`src/rtl/core/pamd_pkg.sv`:
```
// Shared widths, register indexes, reset values and types for the PID motor drive.
`timescale 1ns / 1ps
package pamd_pkg;

    localparam int SAMPLE_BITS_DEF = 12;
    localparam int DUTY_BITS_DEF   = 16;

    localparam int GAIN_W     = 24;
    localparam int SUM_W      = 32;
    localparam int ILIM_W     = 31;
    localparam int OLIM_W     = 16;
    localparam int CFG_DATA_W = 31;
    localparam int CFG_IDX_W  = 3;

    localparam logic [CFG_IDX_W-1:0] REG_TARGET = 3'd0;
    localparam logic [CFG_IDX_W-1:0] REG_KP     = 3'd1;
    localparam logic [CFG_IDX_W-1:0] REG_KI     = 3'd2;
    localparam logic [CFG_IDX_W-1:0] REG_KD     = 3'd3;
    localparam logic [CFG_IDX_W-1:0] REG_ILIM   = 3'd4;
    localparam logic [CFG_IDX_W-1:0] REG_OLIM   = 3'd5;

    localparam logic [31:0]       TARGET_RST = 32'd2214;
    localparam logic [GAIN_W-1:0] KP_RST     = 24'd714190;
    localparam logic [GAIN_W-1:0] KI_RST     = 24'd119;
    localparam logic [GAIN_W-1:0] KD_RST     = 24'd1190253;
    localparam logic [ILIM_W-1:0] ILIM_RST   = 31'd704771000;
    localparam logic [OLIM_W-1:0] OLIM_RST   = 16'd19661;

    typedef struct packed {
        logic [GAIN_W-1:0] kp;
        logic [GAIN_W-1:0] ki;
        logic [GAIN_W-1:0] kd;
    } t_gains;

endpackage

```
`src/rtl/core/pamd_cfg.sv`:
```
// Configuration register file: setpoint, gains and limits.
`timescale 1ns / 1ps
module pamd_cfg
    import pamd_pkg::*;
#(
    parameter int SAMPLE_BITS = SAMPLE_BITS_DEF
) (
    input  logic                   i_clk,
    input  logic                   i_rst_n,
    input  logic                   i_cfg_we,
    input  logic [CFG_IDX_W-1:0]   i_cfg_idx,
    input  logic [CFG_DATA_W-1:0]  i_cfg_wdata,
    output logic [SAMPLE_BITS-1:0] o_target,
    output t_gains                 o_gains,
    output logic [ILIM_W-1:0]      o_integral_limit,
    output logic [OLIM_W-1:0]      o_out_limit
);

    logic [SAMPLE_BITS-1:0] r_target;
    t_gains                 r_gains;
    logic [ILIM_W-1:0]      r_ilim;
    logic [OLIM_W-1:0]      r_olim;

    always_ff @(posedge i_clk) begin
        if (!i_rst_n) begin
            r_target <= TARGET_RST[SAMPLE_BITS-1:0];
            r_gains  <= '{kp: KP_RST, ki: KI_RST, kd: KD_RST};
            r_ilim   <= ILIM_RST;
            r_olim   <= OLIM_RST;
        end else if (i_cfg_we) begin
            unique case (i_cfg_idx)
                REG_TARGET: r_target   <= i_cfg_wdata[SAMPLE_BITS-1:0];
                REG_KP:     r_gains.kp <= i_cfg_wdata[GAIN_W-1:0];
                REG_KI:     r_gains.ki <= i_cfg_wdata[GAIN_W-1:0];
                REG_KD:     r_gains.kd <= i_cfg_wdata[GAIN_W-1:0];
                REG_ILIM:   r_ilim     <= i_cfg_wdata[ILIM_W-1:0];
                REG_OLIM:   r_olim     <= i_cfg_wdata[OLIM_W-1:0];
                default: ;
            endcase
        end
    end

    assign o_target         = r_target;
    assign o_gains          = r_gains;
    assign o_integral_limit = r_ilim;
    assign o_out_limit      = r_olim;

endmodule

```
`config.mk`:
```
export PLATFORM = sky130hd
export DESIGN_NAME = pamd_cfg
export DESIGN_NICKNAME = d
export VERILOG_FILES = /design/src/rtl/core/pamd_pkg.sv /design/src/rtl/core/pamd_cfg.sv
export SDC_FILE = /design/constraint.sdc
export NUM_CORES = 1
export LEC_CHECK = 0
export ABC_AREA = 0
export BUFFER_PORTS_ARGS = -buffer_cell sky130_fd_sc_hd__buf_2
export CAP_MARGIN = 30
export CORE_ASPECT_RATIO = 1.5
export CORE_MARGIN = 3
export CORE_UTILIZATION = 45
export CTS_CLUSTER_DIAMETER = 120
export DETAILED_ROUTE_END_ITERATION = 6
export GPL_TIMING_DRIVEN = 0
export PLACE_DENSITY_LB_ADDON = 0.08
export SYNTH_ARGS = -nofsm -noshare
export SYNTH_HDL_FRONTEND = slang
export SYNTH_SLANG_ARGS = --single-unit
```
`constraint.sdc`:
```
create_clock -name i_clk -period 1.18 [get_ports i_clk]
set_input_delay 0.059 -clock i_clk [delete_from_list [all_inputs] [get_ports i_clk]]
set_output_delay 0.059 -clock i_clk [all_outputs]
set_load 0.005 [all_outputs]
```
==> flow_summary.ini, run 1 <==
[cells_and_area]
area_delta_synth_final_pct = 37.6
instances_no_fill = 861
drive_gt1_frac = 0.303
multiInputGateArea_um2 = 2280
mostFrequentLayoutCells = 178 x buf_2, 131 x mux2i_1, 131 x dfxtp_1
regArea_um2 = 2620
nNetsFinal = 742
final_common_cell = buf_2
num-fill-cells = 974
antenna_cells = 0

[sta]
fmax_ghz = 0.949
rsz0062_at_grt = no
fin_skew_ns = 0
setup_viol = 0
relSlewSlack = 0.527
fin_crit_ns = 1.05
hold_violations = 0
min_period_over_period = 0.893
drv_slew = 0
tightest_slew_ns = 0.710

[yosys]
syn_nets = 527
synth_xor_area_frac = 0
yosysTopAreaCellShare = 0.517
synth_top_family_by_area = multiplexers
synthDistinctLibCells = 12
synth_top_area_cell = dfxtp_1
synth_area_um2 = 5070
netlist_instances = 490
ys_seq_area_frac = 0.517
synth_compound_area_frac = 0
syn_avg_cell_area_um2 = 10.4
synth_simple_gate_area_frac = 0.191
yosysWarnings = 0
synthAdderAreaFrac = 0
synth-seq-cells = 131
synthTopCellsByArea = dfxtp_1 52%, mux2i_1 26%, nor2b_1 9.6%, nand2_1 7.7%, clkbuf_1 1.5%
muxShareOfSynthArea = 0.258

[detailed_routing]
via_per_inst = 4.87
post_drt_wl_per_cell_um = 17.6
drc = 0
vias = 4189
drtIter0Drc = 104
firstDrtPassIters = 4
postRouteAntennaNets = 0
drt_wl_total_um = 15100

[global_routing]
grt_first_pass_wirelength_um = 23100
grt_pass1_vias = 4310
antenna_found_initial = 0
grt_overflow = 0
grt_max_degree = 17
grtUsageTotal = 0.244

[floorplanning]
start_util = 0.469
io_pins = 168
die-area_um2 = 12600
core-area_um2 = 10800
die-width_um = 92.7
die_h_um = 136
num_rows = 46

[placement]
io_buffers = 166
gp_congestion = 0.787
hpwl_um = 10800
dp.cells = 800

[worst_setup_path]
critical-path-top-delay-family = buffers and inverters
cp_max_fo = 10
startpoint_type = input port
cp.arrival_ns = 1.39
crit_slowest_cell = clkbuf_1
path_cells = buf_2 -> nor4bb_1 -> clkbuf_1 -> buf_4 -> mux2i_1
path_class = in2reg
critPathBufInv = 3
crit_required_ns = 1.51
max_stage_delay_ns = 0.33
cp-end-kind = flop

[clock_tree]
cts_tree = built
htreeDepth = 4
max-clock-path-buffers = 2
insertion_delay_ns = 0.41
cts_inserted_buffers = 17
clk_pin_slew_ns = 0.06
clock-sinks = 131
root_buffer = clkbuf_16

[run_status]
outcome = completed

[power_and_ir_drop]
p_per_area_nw_per_um2 = 1520
power.total_mw = 10.6
p_leak_nw = 3.36
vdd_drop_max_v = 0.00100

[min_path]
holdCritPathClass = in2reg

[flow_run]
cap_violations = 0
==> per-stage QoR <==
step           cell area (um2)   util  hold WS (ns)  TNS [ns]  worst slack (ns)
3_3_place_gp              6090  0.562         0.310    -30.23            -0.468
6_report                  6990  0.646        0.0754         0             0.126
2_1_floorplan             5070      -         0.201         0            0.0486
4_1_cts                   6980  0.645        0.0553         0            0.0496
3_5_place_dp              6090  0.562         0.316    -33.43            -0.493
5_1_grt                   6990  0.646        0.0969         0            0.0273
==> cell type report <==
type | count | area share
multi-input cells | 322 | 0.326
plain buffers | 37 | 0.0256
flip-flops and latches | 131 | 0.375
clock buffers | 21 | 0.0659
well taps | 144 | 0.0258
repair buffers | 196 | 0.162
clock inverters | 10 | 0.0190
==> power breakdown <==
group          total (mW)  leakage (nW)  switching (mW)  internal [mW]
clock                5.27         0.285            1.87           3.40
sequential           4.58          1.06          0.0499           4.53
combinational       0.765          2.02           0.412          0.353
total                10.6          3.36            2.33           8.28
==> worst min-delay path, stage by stage <==
cell	delay, ns
buf_2	0.14
nand4bb_1	0.15
mux2i_1	0.08
==> cell families after synthesis <==
family                 Yosys count
muxes                          131
and+or+nand+nor                191
DFF                            131
buffers and inverters           37
==> synthesized netlist by cell type, drive strengths merged <==
library cell / number
and4b: 1
buf: 17
clkbuf: 20
dfxtp: 131
mux2i: 131
nand2: 104
nand4b: 2
nand4bb: 2
nor2b: 78
nor4bb: 3
or4b: 1
==> final timing paths <==
check,slack (ns),to,startpoint,depth (start not counted)
min,0.08,o_gains[47],i_cfg_idx[1],3
min reg2reg,0.45,o_integral_limit[21],o_integral_limit[21],2
max,0.13,o_gains[43],i_cfg_we,5
max reg2reg,0.51,o_gains[28],o_gains[28],2
==> registers in the layout, indices dropped and copies added, names as in the netlist <==
signal,flops
o_gains,72
o_target,12
o_out_limit,16
o_integral_limit,31
==> layer usage <==
layer	vias up	wire length, um	global-route usage
met2	140	7810	0.441
met5	-	0	0
li1	2044	-	-
met3	16	1110	0.0698
met4	0	195	0.0685
met1	1989	6020	0.278
==> timing repair <==
action / 4_1_cts / 5_1_grt
pin swaps: 0 / 0
hold endpoints to repair: 101 / 0
hold buffers: 30 / 0
buffers inserted: 0 / 0
resized for setup: 2 / 6
setup endpoints to repair: 17 / 23
(Power assumes the default switching activity.)
==> run 2: changes to the inputs <==
CTS_BUF_LIST = sky130_fd_sc_hd__clkbuf_16   (was not set)
==> flow_summary.ini, run 2 (synthesized netlist as in run 1, its figures left out) <==
[run_status]
outcome = completed

[sta]
fmax_ghz = 0.946
setup_viol = 0
tightest_slew_ns = 0.701
fin_skew_ns = 0
hold-worst-slack_ns = 0.0795
relSlewSlack = 0.532
min_period_over_period = 0.896
fin_crit_ns = 1.06
fin_setup_tns_ns = 0
rsz0062_at_grt = no
drv_slew = 0
hold_violations = 0

[global_routing]
antenna_found_initial = 0
grt_pass1_vias = 4309
grt_first_pass_wirelength_um = 23100
grtUsageTotal = 0.243
grt_max_degree = 17
grt_overflow = 0

[cells_and_area]
antenna_cells = 0
largest_reg_flops = 72
final_common_cell = buf_2
drive_gt1_frac = 0.300
design_area_um2 = 6970
utilization = 0.644
mostFrequentLayoutCells = 178 x buf_2, 131 x mux2i_1, 131 x dfxtp_1
nNetsFinal = 742
area_delta_synth_final_pct = 37.3

[worst_setup_path]
reg2reg_to = o_gains[28]
cp.arrival_ns = 1.39
r2r_cells = 2
startpoint_type = input port
cp-end-kind = flop
rrSetupSlack_ns = 0.51
cp_max_fo = 10
reg2reg_from = o_gains[28]
crit_required_ns = 1.51
path_class = in2reg

[clock_tree]
htreeDepth = 4
clk_pin_slew_ns = 0.06
root_buffer = clkbuf_16
cts_inserted_buffers = 17
max-clock-path-buffers = 2
cts_tree = built
clock-sinks = 131
insertion_delay_ns = 0.41

[floorplanning]
die-width_um = 92.7
die_h_um = 136
io_pins = 168
core-area_um2 = 10800
start_util = 0.469
num_rows = 46
die-area_um2 = 12600

[min_path]
hold_end = o_gains[47]
hold_depth = 3
min-delay-start = i_cfg_idx[1]
holdCritPathClass = in2reg

[placement]
io_buffers = 166
hpwl_um = 10800
placed_cell_area_um2 = 6090
gp_congestion = 0.787

[power_and_ir_drop]
power.total_mw = 10.5
p_leak_nw = 3.36
p_per_area_nw_per_um2 = 1500
vdd_drop_max_v = 0.000997

[detailed_routing]
post_drt_wl_per_cell_um = 17.7
via_per_inst = 4.89
met1Wirelength_um = 6210
vias = 4214
drt_wl_total_um = 15200
top_layer = met4
postRouteAntennaNets = 0
drc = 0
drtIter0Drc = 113
wl_met2_um = 7860
met3_length_um = 975
firstDrtPassIters = 4

[flow_run]
cap_violations = 0
[run 2: routing by layer]
| layer | vias to the layer above | track usage |
|---|---|---|
| met5 | - | 0 |
| met1 | 2022 | 0.280 |
| li1 | 2044 | - |
| met2 | 137 | 0.438 |
| met4 | 0 | 0.0587 |
| met3 | 11 | 0.0753 |
[run 2: final cells by class]
| type | count | area (um2) |
|---|---|---|
| buffer | 37 | 179 |
| clock buffer | 17 | 425 |
| clock inverter | 14 | 148 |
| fill | 980 | 3850 |
| multi-input combinational | 322 | 2280 |
| sequential | 131 | 2620 |
| tap | 144 | 180 |
| timing repair buffer | 196 | 1130 |
[run 2: how the worst max path moves through the flow]
stage                            start                   end  cells after the start
final                         i_cfg_we           o_gains[46]                      5
after global routing          i_cfg_we           o_gains[34]                      5
after CTS                      i_rst_n           o_gains[46]                      5
after detailed placement       i_rst_n  o_integral_limit[28]                      5
after global placement         i_rst_n            o_gains[4]                      5
after floorplan           i_cfg_idx[1]           o_target[2]                      4
[run 2: power breakdown]
part	switching, mW	internal, mW
logic	0.415	0.353
registers	0.0501	4.53
clock network	1.87	3.26
[run 2: timing repair]
action,CTS,global route
setup buffers,0,0
gates resized for setup,2,6
endpoints found under the setup margin,17,22
hold buffers,30,0
endpoints found under the hold margin,102,0
[run 2: through the flow]
| step | std cells | setup WS [ns] |
|---|---|---|
| finish | 861 | 0.123 |
| global route | 861 | 0.0263 |
| CTS | 861 | 0.0484 |
| detailed placement | 800 | -0.493 |
| global placement | 800 | -0.468 |
| floorplan | 490 | 0.0486 |
[run 2: critical path: stages]
cell and delay [ns]:
buf_2 0.16, nor4bb_1 0.31, clkbuf_1 0.33, buf_4 0.30
mux2i_1 0.22
