===== src/rtl/core/pamd_pkg.sv =====
// Shared widths, register indexes, reset values and types for the PID motor drive.
`timescale 1ns / 1ps
package pamd_pkg;

    localparam int SAMPLE_BITS_DEF = 12;
    localparam int DUTY_BITS_DEF   = 16;

    localparam int GAIN_W     = 24;
    localparam int SUM_W      = 32;
    localparam int ILIM_W     = 31;
    localparam int OLIM_W     = 16;
    localparam int CFG_DATA_W = 31;
    localparam int CFG_IDX_W  = 3;

    localparam logic [CFG_IDX_W-1:0] REG_TARGET = 3'd0;
    localparam logic [CFG_IDX_W-1:0] REG_KP     = 3'd1;
    localparam logic [CFG_IDX_W-1:0] REG_KI     = 3'd2;
    localparam logic [CFG_IDX_W-1:0] REG_KD     = 3'd3;
    localparam logic [CFG_IDX_W-1:0] REG_ILIM   = 3'd4;
    localparam logic [CFG_IDX_W-1:0] REG_OLIM   = 3'd5;

    localparam logic [31:0]       TARGET_RST = 32'd2214;
    localparam logic [GAIN_W-1:0] KP_RST     = 24'd714190;
    localparam logic [GAIN_W-1:0] KI_RST     = 24'd119;
    localparam logic [GAIN_W-1:0] KD_RST     = 24'd1190253;
    localparam logic [ILIM_W-1:0] ILIM_RST   = 31'd704771000;
    localparam logic [OLIM_W-1:0] OLIM_RST   = 16'd19661;

    typedef struct packed {
        logic [GAIN_W-1:0] kp;
        logic [GAIN_W-1:0] ki;
        logic [GAIN_W-1:0] kd;
    } t_gains;

endpackage


===== src/rtl/core/pamd_err.sv =====
// Input register, error, error delta and clamped error sum with the loop state.
`timescale 1ns / 1ps
module pamd_err
    import pamd_pkg::*;
#(
    parameter int SAMPLE_BITS = SAMPLE_BITS_DEF,
    localparam int EW = SAMPLE_BITS + 1,
    localparam int DW = SAMPLE_BITS + 2
) (
    input  logic                   i_clk,
    input  logic                   i_rst_n,
    input  logic                   i_valid,
    output logic                   o_ready,
    input  logic [SAMPLE_BITS-1:0] i_sample,
    input  logic [SAMPLE_BITS-1:0] i_target,
    input  logic [ILIM_W-1:0]      i_integral_limit,
    output logic                   o_valid,
    input  logic                   i_ready,
    output logic signed [EW-1:0]   o_err,
    output logic signed [DW-1:0]   o_derr,
    output logic signed [SUM_W-1:0] o_sum
);

    logic                    r_in_valid;
    logic [SAMPLE_BITS-1:0]  r_sample;
    logic                    r_valid;
    logic signed [EW-1:0]    r_err;
    logic signed [DW-1:0]    r_derr;
    logic signed [SUM_W-1:0] r_sum;
    logic signed [EW-1:0]    r_prev_error;
    logic signed [SUM_W-1:0] r_error_sum;

    logic                    w_en_out;
    logic                    w_en_in;
    logic signed [EW-1:0]    w_err;
    logic signed [DW-1:0]    w_derr;
    logic signed [SUM_W:0]   w_sum_raw;
    logic signed [SUM_W:0]   w_lim;
    logic signed [SUM_W:0]   w_sum_c;

    assign w_en_out = !r_valid || i_ready;
    assign w_en_in  = !r_in_valid || w_en_out;
    assign o_ready  = w_en_in;

    assign w_err     = $signed({1'b0, i_target}) - $signed({1'b0, r_sample});
    assign w_derr    = DW'(w_err) - DW'(r_prev_error);
    assign w_sum_raw = (SUM_W+1)'(r_error_sum) + (SUM_W+1)'(w_err);
    assign w_lim     = signed'((SUM_W+1)'(i_integral_limit));

    always_comb begin
        if (w_sum_raw > w_lim) begin
            w_sum_c = w_lim;
        end else if (w_sum_raw < -w_lim) begin
            w_sum_c = -w_lim;
        end else begin
            w_sum_c = w_sum_raw;
        end
    end

    always_ff @(posedge i_clk) begin
        if (!i_rst_n) begin
            r_in_valid <= 1'b0;
        end else if (w_en_in) begin
            r_in_valid <= i_valid;
        end
    end

    always_ff @(posedge i_clk) begin
        if (w_en_in && i_valid) begin
            r_sample <= i_sample;
        end
    end

    // loop state advances once per transfer leaving the input register
    always_ff @(posedge i_clk) begin
        if (!i_rst_n) begin
            r_valid      <= 1'b0;
            r_prev_error <= '0;
            r_error_sum  <= '0;
        end else if (w_en_out) begin
            r_valid <= r_in_valid;
            if (r_in_valid) begin
                r_prev_error <= w_err;
                r_error_sum  <= w_sum_c[SUM_W-1:0];
            end
        end
    end

    always_ff @(posedge i_clk) begin
        if (w_en_out && r_in_valid) begin
            r_err  <= w_err;
            r_derr <= w_derr;
            r_sum  <= w_sum_c[SUM_W-1:0];
        end
    end

    assign o_valid = r_valid;
    assign o_err   = r_err;
    assign o_derr  = r_derr;
    assign o_sum   = r_sum;

endmodule


===== config.mk =====
export PLATFORM = sky130hd
export DESIGN_NAME = pamd_err
export DESIGN_NICKNAME = d
export VERILOG_FILES = /design/src/rtl/core/pamd_pkg.sv /design/src/rtl/core/pamd_err.sv
export SDC_FILE = /design/constraint.sdc
export NUM_CORES = 1
export LEC_CHECK = 0
export ABC_AREA = 1
export CAP_MARGIN = 20
export CORE_UTILIZATION = 35
export CTS_CLUSTER_DIAMETER = 150
export DETAILED_ROUTE_END_ITERATION = 8
export DONT_BUFFER_PORTS = 1
export SYNTH_ARGS = -nofsm -noshare
export SYNTH_HDL_FRONTEND = slang
export SYNTH_SLANG_ARGS = --single-unit

===== constraint.sdc =====
create_clock -name i_clk -period 14.1 [get_ports i_clk]
set_input_delay 1.41 -clock i_clk [delete_from_list [all_inputs] [get_ports i_clk]]
set_output_delay 1.41 -clock i_clk [all_outputs]
set_load 0.005 [all_outputs]

==> results of run 1 <==
flip-flops by register name (all words and copies together), names as in the netlist:
name,count
o_err,13
r_prev_error,13
o_valid,1
r_sample,12
o_derr,14
o_sum,32
r_in_valid,1
r_error_sum,32
per-layer routing:
layer / vias to the layer above / global-route usage / wire length [um]
li1: 4529 / - / -
met1: 4010 / 0.240 / 12500
met2: 248 / 0.341 / 13600
met3: 47 / 0.0453 / 1460
met4: 0 / 0.0637 / 647
met5: - / 0 / 0
synth_stat cells, types with 7 or more instances:
cell type	n	area share
inv_1	225	0.085
xnor2_1	14	0.012
edfxtp_1	71	0.21
buf_2	7	0.0035
o21ai_0	58	0.029
nor4_1	7	0.0044
nor3_1	19	0.0095
nor2_1	128	0.048
nand2_1	304	0.11
ha_1	119	0.15
clkbuf_1	12	0.0045
a21oi_1	94	0.047
nand2_2	8	0.0050
nand3_1	134	0.067
xor2_1	49	0.043
dfxtp_1	47	0.094
nand4_1	13	0.0081
a21o_1	8	0.0060
placed cells by master (no fill, tap or decap), drive strengths merged:
cell type and n:
clkbuf 17, nor3 23, a21boi 6, and2 3, a211oi 3, nor4 7
o21a 3, o2111ai 1, a21oi 94, edfxtp 71, a21o 8, buf 3
inv 240, nand2 314, nor2 132, nand2b 1, o22ai 1, o31a 1
clkinvlp 1, o21ai 59, nand4 14, xor2 50, or2 3, dfxtp 47
ha 119, o32ai 1, clkinv 3, bufinv 1, o21bai 6, a31oi 2
fa 3, nand3 137, xnor2 14, a221oi 1
final timing paths:
path                                      start         endpoint  slack [ns]  depth (start not counted)
worst max-delay path                i_target[0]        o_sum[11]        5.84                         43
worst min-delay path            r_prev_error[2]  r_prev_error[2]        0.46                          2
worst max register to register      r_sample[0]        o_sum[11]        6.54                         42
worst min register to register  r_prev_error[2]  r_prev_error[2]        0.46                          2
per-stage QoR:
stage / area [sq um] / power [mW] / setup WS (ns)
final: 10900 / 1.88 / 5.84
after floorplan: 9980 / 1.20 / 7.29
after global placement: 10300 / 1.42 / 5.53
after detailed placement: 10300 / 1.43 / 5.51
after CTS: 10900 / 1.89 / 5.93
after global routing: 10900 / 2.04 / 5.16
tightest hold or removal path: stages, from the launching register on:
cell	delay, ns
dfxtp_1	0.30
inv_1	0.07
a21oi_1	0.06
logic make-up after synthesis:
| group | share of synthesized area |
|---|---|
| buffers and inverters | 0.103 |
| and+or+nand+nor | 0.275 |
| xor gates and xnor gates | 0.0569 |
| adders and majority gates | 0.155 |
| DFF | 0.308 |
| AOI/OAI and AO/OA | 0.102 |
layout make-up:
type,instances,share of cell area
Sequential cell,118,0.282
Tap cell,378,0.0434
Clock inverter,15,0.0145
Multi-Input combinational cell,1006,0.540
Inverter,230,0.0794
Timing Repair Buffer,3,0.00207
Clock buffer,17,0.0390
report_power, final:
part	internal [mW]	switching, mW	leakage (nW)	total [mW]
registers	0.455	0.0306	1.06	0.485
logic	0.303	0.641	4.13	0.945
clock network	0.251	0.197	0.288	0.449
total	1.01	0.869	5.48	1.88
==> results.cfg, run 1 <==
[floorplan]
io_pins = 120
initial_core_util = 0.357
die_x_um = 171
core_area_sq_um = 27900
dieArea_sq_um = 29200
placementRows = 61
die_y_um = 171

[synth]
syn_area_per_cell_sq_um = 7.22
synth_area_sq_um = 9980
postSynthNetCount = 1564
synthFlopType = edfxtp_1
synthDistinctLibCells = 46
postSynth.asyncResetShare = 0
seq_area_frac_synth = 0.308
ys.warnings.count = 0
synth_edf_count = 71
yosys_register_bits = 118
syn_inst = 1383

[sta]
finClkSkew_ns = 0.0235
rsz0062_at_grt = no
worstMarginPinSlew_ns = 0.988
slew_headroom = 0.341
whs_ns = 0.465
setup_viol = 0
tns_ns = 0
fin_crit_sh = 0.585
hold_violations = 0
fin_crit_ns = 8.26
fmax_mhz = 121
drv_slew = 0

[clocking]
path_clk_slew_ns = 0.06
htree_num_levels = 4
postCtsSetupRepairBufs = 0
cts_root_buf = clkbuf_16
cts_hold_buf = 0
cts_buffers = 17
cts_tree = done
cts_resized = 0
clk_path_buf_depth = 2
clk_latency_ns = 0.44
numClockSinks = 118

[route]
drt-vias-per-instance = 5.00
vias = 8834
drt_iter0_markers = 507
ant_nets = 0
finalWirelength_um = 28200
drc = 0
dr.pass1.iters = 5
wire_per_inst_um = 16.0

[worst_setup_path]
criticalPathCategory = in2reg
setup.worst_path.end_class = flip-flop
cp-start-kind = input pin
path_buf_inv = 8
cpMaxStageDelayCell = inv_1
crit_path_max_fanout = 34
critPathArrivalTime_ns = 8.41
crit_required_ns = 14.25
max_stage_delay_ns = 0.60
crit_top_cell = nand2_1
worst_path_dominant_cell_family = simple AND/OR/NAND/NOR gates

[placement]
place_congestion = 0.888
hpwl_um = 22000
post-place-cells = 1735
portBuffers = 0

[final_layout]
nFillCells = 2981
nets = 1557
drive_above_1_share = 0.0475
regArea_sq_um = 3070
antennaDiodeCount = 0
syn_to_final_growth_pct = 9.20
multi_input_area_sq_um = 5890
fin_cells = 1767
final_util = 0.390

[hold_path]
hp-class = reg2reg

[job]
maxCapViolCount = 0

[global_routing]
grt_pass1_wl_um = 44500
track_usage = 0.197
antenna_found_initial = 0
grt_max_degree = 84
grt_pass1_vias = 8469
grt.overflow.total = 0

[power]
leakagePower_nw = 5.48
power_density_nw_per_um2 = 172
ir_drop_uv = 77.5

[status]
outcome = finished, final reports clean
Power figures use the tool's default switching activity.
==> run 2: changes to the inputs <==
==> constraint.sdc (replaced) <==
create_clock -name i_clk -period 6.9 [get_ports i_clk]
set_input_delay 0.69 -clock i_clk [delete_from_list [all_inputs] [get_ports i_clk]]
set_output_delay 0.69 -clock i_clk [all_outputs]
set_load 0.005 [all_outputs]
==> run 2 against run 1 <==
  * Sequential power up 100%
  * Critical path type is now reg2reg
  * Count of clock-buffer cells in the layout unchanged
  * Sequential cell count unchanged
  * Hold slack worse by 0.11 ns
  * Critical endpoint is now r_error_sum[9]
  * Total power up 110%
  * Cell area up 4.4%
  * Largest power group unchanged
==> results.cfg, run 2 (same netlist as run 1, synthesis figures left out) <==
[sta]
fin_crit_ns = 6.33
worstMarginPinSlew_ns = 1.00
finClkSkew_ns = 0.0144
fmax_mhz = 158
fin_crit_sh = 0.917
tns_ns = 0
setup_viol = 0
slew_headroom = 0.332
drv_slew = 0
whs_ns = 0.351
hold_violations = 0

[final_layout]
fin_cells = 1797
syn_to_final_growth_pct = 14.0
final_cell_mix = nand2_1 (300), inv_1 (224), nand3_1 (132)
nFillCells = 2993
drive_above_1_share = 0.0937
final_common_cell = nand2_1
final_area_sq_um = 11400
nets = 1587
antennaDiodeCount = 0

[placement]
post-place-cells = 1758
hpwl_um = 22100
place_area_sq_um = 10500
place_congestion = 0.898
portBuffers = 0

[global_routing]
track_usage = 0.198
antenna_found_initial = 0
grt_pass1_wl_um = 44300
grt_max_degree = 92
grt.overflow.total = 0
grt_pass1_vias = 8578

[worst_setup_path]
criticalPathCategory = reg2reg
cp-start-kind = flip-flop
r2r_end = r_error_sum[9]
crit_path_max_fanout = 21
cpMaxStageDelayCell = ha_2
crit_required_ns = 7.22
max_stage_delay_ns = 0.40
crit_top_cell = nand2_1
critPathArrivalTime_ns = 6.65
setup.worst_path.end_class = flip-flop
reg2reg_depth = 42
worst_path_dominant_cell_family = simple AND/OR/NAND/NOR gates
worst-r2r-setup-slack_ns = 0.57
path_buf_inv = 8
regToRegStartpoint = r_sample[0]

[clocking]
htree_num_levels = 4
cts_root_buf = clkbuf_16
clk_path_buf_depth = 2
cts_buffers = 17
cts_tree = done
path_clk_slew_ns = 0.07
cts_hold_buf = 0
numClockSinks = 118
clk_latency_ns = 0.43

[floorplan]
initial_core_util = 0.357
io_pins = 120
core_area_sq_um = 27900
die_y_um = 171
dieArea_sq_um = 29200
die_x_um = 171
placementRows = 61

[power]
power_density_nw_per_um2 = 351
pwr-share-seq = 0.247
clkPwrFrac = 0.227
ir_drop_uv = 180
switching_share = 0.453
leakagePower_nw = 5.69
comb_power_share = 0.525
power_switching_mw = 1.81
power_mw = 4.00
p_int_mw = 2.18

[hold_path]
hp-class = in2reg
min_path_cells = 0
hp-start = i_sample[11]
whs_endpoint = r_sample[11]

[job]
maxCapViolCount = 0

[route]
finalWirelength_um = 28500
wire_per_inst_um = 15.8
drt-vias-per-instance = 4.96
drt_iter0_markers = 564
ant_nets = 0
drc = 0
vias = 8907
dr.pass1.iters = 5

[status]
outcome = finished, final reports clean
run 2: cell types whose count changed in the layout (fill, tap and decap cells not counted), moves of 5 or more:
cell / before / now
o21ai_0: 58 / 50
ha_1: 119 / 113
o21ai_1: 0 / 5
a21oi_2: 0 / 8
buf_4: 3 / 28
a21oi_1: 94 / 86
run 2: power groups by stage:
stage | clock [mW] | combinational (mW) | sequential [mW]
CTS | 0.930 | 2.02 | 0.992
floorplan | 0 | 1.48 | 0.983
global placement | 0 | 1.99 | 1.01
detailed placement | 0 | 2.00 | 1.01
global route | 0.952 | 2.38 | 1.00
finish | 0.908 | 2.10 | 0.989
run 2: worst max-delay path by stage:
stage / endpoint / cells after the start / start / slack (ns)
after floorplan: o_sum[0] / 43 / i_target[0] / 0.81
after global placement: o_sum[0] / 44 / i_target[0] / -0.33
after detailed placement: r_error_sum[9] / 45 / i_target[0] / -0.33
after CTS: r_error_sum[9] / 38 / r_sample[2] / 0.04
after global routing: r_error_sum[14] / 39 / r_sample[2] / -0.05
final: r_error_sum[9] / 42 / r_sample[0] / 0.57
run 2: timing repair:
| action | 4_1_cts | 5_1_grt |
|---|---|---|
| endpoints found under the setup margin | 0 | 64 |
| resized for setup | 0 | 53 |
| buffers inserted | 0 | 7 |
run 2: layer usage:
layer / track usage / wire length (um)
met5: 0 / 0
met4: 0.0765 / 807
met3: 0.0363 / 1460
met2: 0.339 / 13500
met1: 0.244 / 12700
run 2: final cells by class:
type                       instances  area [sq um]  area share
clock inverter                    15           158      0.0139
multi-input combinational       1006          6090       0.535
clock buffer                      17           425      0.0374
tap                              378           473      0.0416
timing repair buffer              33           293      0.0257
inverter                         230           866      0.0761
sequential                       118          3070       0.270
run 2: metrics by stage:
step	setup slack, ns	utilization
2_1_floorplan	0.809	-
3_3_place_gp	-0.330	0.377
3_5_place_dp	-0.330	0.377
4_1_cts	0.0363	0.398
5_1_grt	-0.0461	0.407
6_report	0.573	0.407
run 2: worst register-to-register path: cells and delay by family, from the launching register on:
family	cells	cell delay, ns
AO/OA/AOI/OAI	8	1.25
XOR/XNOR	2	0.34
adder cells (fa/ha/maj)	4	1.09
buffers and inverters	8	0.73
flip-flops	1	0.37
AND/OR/NAND/NOR	20	2.43
