==> config.mk <==
export PLATFORM = sky130hd
export DESIGN_NAME = pamd_out
export DESIGN_NICKNAME = d
export VERILOG_FILES = /design/src/rtl/core/pamd_pkg.sv /design/src/rtl/core/pamd_out.sv
export SDC_FILE = /design/constraint.sdc
export NUM_CORES = 1
export LEC_CHECK = 0
export BUFFER_PORTS_ARGS = -buffer_cell sky130_fd_sc_hd__buf_2
export CORE_UTILIZATION = 55
export DETAILED_ROUTE_END_ITERATION = 10
export GPL_TIMING_DRIVEN = 0
export PLACE_DENSITY = 0.8
export SYNTH_ARGS = -nofsm -noshare
export SYNTH_HDL_FRONTEND = slang
export SYNTH_SLANG_ARGS = --single-unit
==> constraint.sdc <==
create_clock -name i_clk -period 9.5 [get_ports i_clk]
set_input_delay 0.475 -clock i_clk [delete_from_list [all_inputs] [get_ports i_clk]]
set_output_delay 0.475 -clock i_clk [all_outputs]
set_load 0.05 [all_outputs]
==> src/rtl/core/pamd_pkg.sv <==
// Shared widths, register indexes, reset values and types for the PID motor drive.
`timescale 1ns / 1ps
package pamd_pkg;

    localparam int SAMPLE_BITS_DEF = 12;
    localparam int DUTY_BITS_DEF   = 16;

    localparam int GAIN_W     = 24;
    localparam int SUM_W      = 32;
    localparam int ILIM_W     = 31;
    localparam int OLIM_W     = 16;
    localparam int CFG_DATA_W = 31;
    localparam int CFG_IDX_W  = 3;

    localparam logic [CFG_IDX_W-1:0] REG_TARGET = 3'd0;
    localparam logic [CFG_IDX_W-1:0] REG_KP     = 3'd1;
    localparam logic [CFG_IDX_W-1:0] REG_KI     = 3'd2;
    localparam logic [CFG_IDX_W-1:0] REG_KD     = 3'd3;
    localparam logic [CFG_IDX_W-1:0] REG_ILIM   = 3'd4;
    localparam logic [CFG_IDX_W-1:0] REG_OLIM   = 3'd5;

    localparam logic [31:0]       TARGET_RST = 32'd2214;
    localparam logic [GAIN_W-1:0] KP_RST     = 24'd714190;
    localparam logic [GAIN_W-1:0] KI_RST     = 24'd119;
    localparam logic [GAIN_W-1:0] KD_RST     = 24'd1190253;
    localparam logic [ILIM_W-1:0] ILIM_RST   = 31'd704771000;
    localparam logic [OLIM_W-1:0] OLIM_RST   = 16'd19661;

    typedef struct packed {
        logic [GAIN_W-1:0] kp;
        logic [GAIN_W-1:0] ki;
        logic [GAIN_W-1:0] kd;
    } t_gains;

endpackage

==> src/rtl/core/pamd_out.sv <==
// Product sum, duty scaling, drive clamp and forward/reverse split into the result register.
`timescale 1ns / 1ps
module pamd_out
    import pamd_pkg::*;
#(
    parameter int SAMPLE_BITS = SAMPLE_BITS_DEF,
    parameter int DUTY_BITS   = DUTY_BITS_DEF,
    localparam int EW   = SAMPLE_BITS + 1,
    localparam int DW   = SAMPLE_BITS + 2,
    localparam int PW   = GAIN_W + 1 + EW,
    localparam int IW   = GAIN_W + 1 + SUM_W,
    localparam int DPW  = GAIN_W + 1 + DW,
    localparam int ACCW = IW + 2,
    localparam int GAIN_SHIFT = GAIN_W - DUTY_BITS
) (
    input  logic                  i_clk,
    input  logic                  i_rst_n,
    input  logic                  i_valid,
    output logic                  o_ready,
    input  logic signed [PW-1:0]  i_prop,
    input  logic signed [IW-1:0]  i_integ,
    input  logic signed [DPW-1:0] i_deriv,
    input  logic [OLIM_W-1:0]     i_out_limit,
    output logic                  o_valid,
    input  logic                  i_ready,
    output logic [DUTY_BITS-1:0]  o_duty_forward,
    output logic [DUTY_BITS-1:0]  o_duty_reverse
);

    localparam logic [DUTY_BITS-1:0] DUTY_MAX = {DUTY_BITS{1'b1}};

    logic                   r_valid;
    logic [DUTY_BITS-1:0]   r_fwd;
    logic [DUTY_BITS-1:0]   r_rev;
    logic                   w_en;
    logic signed [ACCW-1:0] w_acc;
    logic signed [ACCW-1:0] w_drive;
    logic [DUTY_BITS-1:0]   w_lim;
    logic signed [ACCW-1:0] w_lim_s;
    logic signed [ACCW-1:0] w_clamped;
    logic signed [ACCW-1:0] w_neg;

    assign w_en    = !r_valid || i_ready;
    assign o_ready = w_en;

    assign w_acc   = ACCW'(i_prop) + ACCW'(i_integ) + ACCW'(i_deriv);
    assign w_drive = w_acc >>> GAIN_SHIFT;
    assign w_lim   = (i_out_limit > OLIM_W'(DUTY_MAX)) ? DUTY_MAX
                                                      : i_out_limit[DUTY_BITS-1:0];
    assign w_lim_s = signed'(ACCW'(w_lim));

    always_comb begin
        if (w_drive > w_lim_s) begin
            w_clamped = w_lim_s;
        end else if (w_drive < -w_lim_s) begin
            w_clamped = -w_lim_s;
        end else begin
            w_clamped = w_drive;
        end
    end

    assign w_neg = -w_clamped;

    always_ff @(posedge i_clk) begin
        if (!i_rst_n) begin
            r_valid <= 1'b0;
        end else if (w_en) begin
            r_valid <= i_valid;
        end
    end

    always_ff @(posedge i_clk) begin
        if (w_en && i_valid) begin
            if (w_clamped[ACCW-1]) begin
                r_fwd <= '0;
                r_rev <= w_neg[DUTY_BITS-1:0];
            end else begin
                r_fwd <= w_clamped[DUTY_BITS-1:0];
                r_rev <= '0;
            end
        end
    end

    assign o_valid        = r_valid;
    assign o_duty_forward = r_fwd;
    assign o_duty_reverse = r_rev;

    a_one_direction: assert property (@(posedge i_clk) disable iff (!i_rst_n)
        r_valid |-> (r_fwd == '0 || r_rev == '0))
        else $error("forward and reverse duty both nonzero");

    a_fwd_limit: assert property (@(posedge i_clk) disable iff (!i_rst_n)
        r_valid |-> (r_fwd <= w_lim))
        else $error("forward duty above drive limit");

    a_rev_limit: assert property (@(posedge i_clk) disable iff (!i_rst_n)
        r_valid |-> (r_rev <= w_lim))
        else $error("reverse duty above drive limit");

endmodule

==> results.toml, run 1 <==
[synth]
netlist-cell-type-count = 83
synth_cells = 1202
synth_top_area_share_pct = 17.7
mappedNetlistNets = 1546
yosysMostFrequentCell = "sky130_fd_sc_hd__ha_1"
synth-edff-count = 32
synth.yosys.warnings = 0
top_post_synthesis_cells_by_count = "sky130_fd_sc_hd__ha_1, sky130_fd_sc_hd__nor2_1, sky130_fd_sc_hd__a21oi_1"
synth-main-ff-cell = "sky130_fd_sc_hd__edfxtp_1"
synth-async-reset-ratio_pct = 0
synth_seq_cells = 33
synth_top_cells_by_area = "sky130_fd_sc_hd__ha_1, sky130_fd_sc_hd__fa_1, sky130_fd_sc_hd__edfxtp_1"
synth_top_area_cell = "sky130_fd_sc_hd__ha_1"
synth_seq_area_share_pct = 10.3
synth_area_per_cell_um2 = 7.89
synth_area_um2 = 9490

[global_routing]
grtUsageTotal_pct = 29.5
number_of_global_route_vias_before_repair = 9278
wire_length_of_the_first_global_routing_pass_mm = 43.5
grt_remaining_overflow = 0
grt_max_degree = 33
antenna_violations_before_repair = 0

[cts]
tritoncts.num_buffers = 5
tritoncts = "yes"
root_buffer = "sky130_fd_sc_hd__clkbuf_16"
numClockSinks = 33
holdBufCountCts = 0
post_cts_buffers = 0
cts_repair_resize_count = 0
insertion_delay_ns = 0.28
cts-htree-levels = 2
cts.path.max_buffers = 2
path_clk_slew_ns = 0.06

[power]
power.share.combinational_pct = 79.9
cellInternalPower_uw = 816
sw_frac_of_total_pct = 54.7
p_clk_share_pct = 8.5
vdd_ir_drop_max_v = 0.000169
power_switching_uw = 985
power.density_cell_area_nw_per_um2 = 166
seq_power_share_pct = 11.6
power_leakage_uw = 0.00491

[routing]
finalWirelength_mm = 26.1
drc_errors = 0
post_drt_wl_per_cell_um = 16.2
viasPerCell = 6.13
drt_pass1_iterations = 5
postRouteAntennaNets = 0
drt_iter0_markers = 786
detailroute.via_count = 9883

[timing]
worst_pin_slew_ns = 1.31
timing.fmax_mhz = 119
report.final.hold_viol_count = 0
fin_crit_sh_pct = 88.4
maxSlewHeadroom_pct = 12.8
fin_tns_setup_ns = 0
period_minus_slack_ns = 8.40
grt_setup_unrepaired = "false"
count_of_pins_over_their_slew_limit = 0
skew_ns = 0.00673
setup_viol_count_final = 0

[finish]
area.sequential_um2 = 981
post_route_cells_drive_above_1_share_pct = 17.4
stdcell_count = 1613
layout.cell_area.non_filler_um2 = 10800
antenna_cells = 0
multi_input_area_um2 = 7900
layout_area_growth_over_synthesis_pct = 14.1
final_layout_fill_cell_count = 1548
num-nets-final = 1736

[floorplan]
die_area_um2 = 17800
core.rowCount = 47
design.portCount = 188
core-area_um2 = 16700
initial_core_util_pct = 56.8
die_height_um = 133
chipWidth_um = 133

[setup_path]
crit_slowest_cell = "sky130_fd_sc_hd__nor3_1"
timing.critical_path.to_type = "register"
cp.required_ns = 9.63
timing.critical_path.fanout_max = 10
critical_path_arrival_ns = 8.53
crit_path_start_kind = "input port"
cpPeakStageDelay_ns = 0.70
criticalPathCategory = "in2reg"

[place]
hpwlAfterDp_mm = 22.4
place_inst = 1604
placement.io_buffers = 182
globalplace.congestion = 0.974
dpl_cell_area_um2 = 10700

[run]
maxCapViolations = 0

[outcome]
status = "finished clean"

[worst_hold_path]
min-delay-path-class = "in2reg"
cell families (layout without fill, tap and decap cells):
kind of cell | after synthesis | in the layout | synth area share [%]
adder cells (fa/ha/maj) | 190 | 190 | 29.5
AO/OA/AOI/OAI | 365 | 365 | 25.0
buffers and inverters | 135 | 326 | 6.41
multiplexers | 24 | 24 | 2.62
flip-flops | 33 | 33 | 10.3
AND/OR/NAND/NOR | 402 | 402 | 21.3
XOR/XNOR | 53 | 53 | 4.89
routing by layer:
metal / track usage [%] / routed length [um]
met4: 10.9 / 780
met3: 2.66 / 1530
met5: 0 / 0
met1: 38.0 / 11400
met2: 51.3 / 12500
power groups by stage:
stage	Clock (uW)	Combinational (uW)	Sequential, uW
floorplan	0	954	309
global placement	0	1390	210
finish	154	1440	208
global route	159	1600	211
detailed placement	0	1410	211
CTS	154	1420	209
worst paths after layout:
| kind | slack [ns] | to | start | depth (start not counted) |
|---|---|---|---|---|
| hold reg to reg | 0.54 | o_valid$_SDFFE_PN0N_ | o_valid$_SDFFE_PN0N_ | 2 |
| hold / removal | 0.46 | o_valid$_SDFFE_PN0N_ | i_rst_n | 2 |
| setup reg to reg | 7.69 | o_duty_forward[1]$_SDFFCE_PP0P_ | o_valid$_SDFFE_PN0N_ | 2 |
| setup / recovery | 1.10 | o_duty_reverse[14]$_SDFFCE_PN0P_ | i_prop[19] | 29 |
flip-flops by register name (all words and copies together), names as in the netlist:
signal and cells:
o_duty_reverse 16, o_duty_forward 16, o_valid 1
metrics by stage:
step / setup WS, ns / hold WS, ns / power [uW] / util (%)
final: 1.10 / 0.456 / 1800 / 64.8
after floorplan: 2.64 / 0.614 / 1260 / -
after global routing: 0.658 / 0.474 / 1970 / 64.8
after CTS: 0.911 / 0.452 / 1780 / 64.8
after detailed placement: 0.665 / 0.534 / 1620 / 63.9
after global placement: 0.774 / 0.510 / 1600 / 63.9
critical path, delay by kind of cell:
family | cells | cell delay (ns)
buffers and inverters | 5 | 1.33
AOI/OAI and AO/OA | 8 | 1.76
xor gates and xnor gates | 1 | 0.55
muxes | 1 | 0.30
adders and majority gates | 4 | 1.45
and+or+nand+nor | 10 | 2.66
final cells by class:
type	count	area share (%)
Multi-Input combinational cell	1034	73.0
Sequential cell	33	9.06
Timing Repair Buffer	183	8.46
Inverter	89	3.09
Tap cell	220	2.54
Buffer	46	2.53
Clock buffer	5	1.16
Clock inverter	3	0.162
cell usage in the layout, fill, tap and decap left out, types with 17 or more instances in the layout:
master                       n
sky130_fd_sc_hd__o21ai_0    76
sky130_fd_sc_hd__nand2_1    94
sky130_fd_sc_hd__mux2i_1    17
sky130_fd_sc_hd__a21o_1     25
sky130_fd_sc_hd__nor4_1     17
sky130_fd_sc_hd__a21oi_1   109
sky130_fd_sc_hd__inv_1      89
sky130_fd_sc_hd__a211oi_1   21
sky130_fd_sc_hd__nor2_1    110
sky130_fd_sc_hd__nand4_1    40
sky130_fd_sc_hd__nor3_1     37
sky130_fd_sc_hd__buf_2     185
sky130_fd_sc_hd__fa_1       56
sky130_fd_sc_hd__edfxtp_1   32
sky130_fd_sc_hd__clkbuf_1   25
sky130_fd_sc_hd__ha_1      134
sky130_fd_sc_hd__xnor2_1    37
Power figures use the tool's default switching activity.
==> inputs of run 2 (changes only) <==
==> constraint.sdc (replaced) <==
create_clock -name i_clk -period 9.5 [get_ports i_clk]
set_input_delay 1.9 -clock i_clk [delete_from_list [all_inputs] [get_ports i_clk]]
set_output_delay 1.9 -clock i_clk [all_outputs]
set_load 0.05 [all_outputs]
==> run 2 against run 1 <==
Net effect: first-iteration DRC count up 4.1%; via count up 0.59%; sequential power about the same; power up 1.1%; critical path type unchanged; critical endpoint is now o_duty_reverse[10]$_SDFFCE_PN0P_.
==> results.toml, run 2 (synthesis results as in run 1) <==
[setup_path]
cpLargestDelayFamily = "compound AO/OA/AOI/OAI gates"
crit_slowest_cell = "sky130_fd_sc_hd__a2111oi_0"
cpPeakStageDelay_ns = 0.60
crit_path_start_kind = "input port"
cp.required_ns = 9.53
worstPathBufferInverterCount = 7
timing.critical_path.fanout_max = 10
criticalPathCategory = "in2reg"
critical_path_arrival_ns = 9.23
timing.critical_path.to_type = "register"
r2r_start = "o_valid$_SDFFE_PN0N_"
timing.reg2reg.worst_path_depth = 2
reg2reg_setup_slack_ns = 7.70
worst_r2r_endpoint = "o_duty_forward[1]$_SDFFCE_PP0P_"

[finish]
layout.cell_area.non_filler_um2 = 10900
layout_area_growth_over_synthesis_pct = 15.3
final_util_pct = 65.5
post_route_cells_drive_above_1_share_pct = 18.6
most_common_library_cell_in_the_layout_ignoring_fill_and_taps = "sky130_fd_sc_hd__buf_2"
top_library_cells_by_usage_in_the_layout_fill_and_taps_aside = "sky130_fd_sc_hd__buf_2, sky130_fd_sc_hd__ha_1, sky130_fd_sc_hd__nor2_1, sky130_fd_sc_hd__a21oi_1, sky130_fd_sc_hd__nand2_1"
antenna_cells = 0
final_layout_fill_cell_count = 1529
num-nets-final = 1738

[worst_hold_path]
min-delay-path-class = "reg2reg"
worstHoldPathCells = 2
worst_hold_startpoint = "o_valid$_SDFFE_PN0N_"
worst_hold_path.endpoint = "o_valid$_SDFFE_PN0N_"

[power]
cellInternalPower_uw = 827
power_switching_uw = 993
power.density_cell_area_nw_per_um2 = 166
p_clk_share_pct = 8.4
power.share.combinational_pct = 80.2
power_leakage_uw = 0.00496
seq_power_share_pct = 11.4
sw_frac_of_total_pct = 54.6
vdd_ir_drop_max_v = 0.000168

[floorplan]
core.rowCount = 47
die_area_um2 = 17800
initial_core_util_pct = 56.8
chipWidth_um = 133
core-area_um2 = 16700
design.portCount = 188
die_height_um = 133

[routing]
post_drt_wl_per_cell_um = 16.2
finalWirelength_mm = 26.2
viasPerCell = 6.16
postRouteAntennaNets = 0
drt_pass1_iterations = 5
drc_errors = 0
drt_iter0_markers = 818
detailroute.via_count = 9941

[cts]
numClockSinks = 33
tritoncts.num_buffers = 5
tritoncts = "yes"
cts.path.max_buffers = 2
insertion_delay_ns = 0.28
root_buffer = "sky130_fd_sc_hd__clkbuf_16"
path_clk_slew_ns = 0.05
cts-htree-levels = 2
holdBufCountCts = 0

[global_routing]
antenna_violations_before_repair = 0
number_of_global_route_vias_before_repair = 9293
grt_max_degree = 33
grtUsageTotal_pct = 29.6
grt_remaining_overflow = 0
wire_length_of_the_first_global_routing_pass_mm = 43.5

[place]
dpl_cell_area_um2 = 10700
placement.io_buffers = 182
hpwlAfterDp_mm = 22.4
globalplace.congestion = 0.974

[timing]
period_minus_slack_ns = 9.21
grt_setup_unrepaired = "true"
timing.fmax_mhz = 109
fin_crit_sh_pct = 96.9
worst_pin_slew_ns = 1.30
setup_viol_count_final = 0
count_of_pins_over_their_slew_limit = 0
report.final.hold_viol_count = 0
maxSlewHeadroom_pct = 13.1
skew_ns = 0.00535

[run]
maxCapViolations = 0

[outcome]
status = "finished clean"
-- run 2: power groups by stage --
stage / sequential (uW) / clock, uW / combinational, uW
after floorplan: 309 / 0 / 954
after global placement: 210 / 0 / 1390
after detailed placement: 211 / 0 / 1410
after CTS: 209 / 154 / 1420
after global routing: 211 / 159 / 1620
final: 208 / 153 / 1460
-- run 2: worst max-delay path by stage --
stage                         startpoint                                to  cells past startpoint
after floorplan                i_prop[5]  o_duty_reverse[14]$_SDFFCE_PN0P_                     32
after global placement    i_out_limit[2]  o_duty_reverse[14]$_SDFFCE_PN0P_                     25
after detailed placement  i_out_limit[2]  o_duty_reverse[14]$_SDFFCE_PN0P_                     25
after CTS                     i_prop[11]  o_duty_reverse[14]$_SDFFCE_PN0P_                     29
after global routing           i_prop[5]  o_duty_reverse[14]$_SDFFCE_PN0P_                     33
final                          i_prop[5]  o_duty_reverse[10]$_SDFFCE_PN0P_                     28
-- run 2: routing by layer --
layer  part of all wire [%]  vias to the layer above  GRT usage (%)
met5                      0                        -              0
met4                    3.6                        0           12.3
met3                    6.0                       78           2.93
met2                     47                      388           50.8
met1                     43                     4635           37.9
li1                       -                     4840              -
-- run 2: area by class of cell --
class | instances | area, um^2 | area share, %
multi-input cells | 1034 | 7990 | 73.1
well taps | 220 | 275 | 2.52
clock buffers | 5 | 125 | 1.14
clock inverters | 3 | 17.5 | 0.160
inverters | 89 | 334 | 3.05
plain buffers | 46 | 277 | 2.53
flip-flops and latches | 33 | 981 | 8.97
repair buffers | 185 | 938 | 8.58
-- run 2: through the flow --
| step | setup TNS [ns] | setup WS [ns] | total power [uW] | std cells | hold WS (ns) |
|---|---|---|---|---|---|
| floorplan | 0 | 1.21 | 1260 | 1202 | 1.15 |
| global placement | -5.69 | -0.651 | 1600 | 1604 | 0.510 |
| detailed placement | -7.29 | -0.760 | 1620 | 1604 | 0.534 |
| CTS | 0 | 0.0605 | 1780 | 1612 | 0.543 |
| global route | -0.0381 | -0.0381 | 1990 | 1615 | 0.582 |
| finish | 0 | 0.294 | 1820 | 1615 | 0.538 |
-- run 2: tightest hold or removal path, cell delays in order, from the launching register on --
cell and delay, ns:
sky130_fd_sc_hd__dfxtp_1 0.31, sky130_fd_sc_hd__nand2b_1 0.09, sky130_fd_sc_hd__a21boi_0 0.09
-- run 2: timing repair --
| item | 4_1_cts | 5_1_grt |
|---|---|---|
| buffers inserted | 0 | 3 |
| gates resized for setup | 6 | 16 |
| setup endpoints to repair | 9 | 11 |
| pin swaps | 0 | 3 |
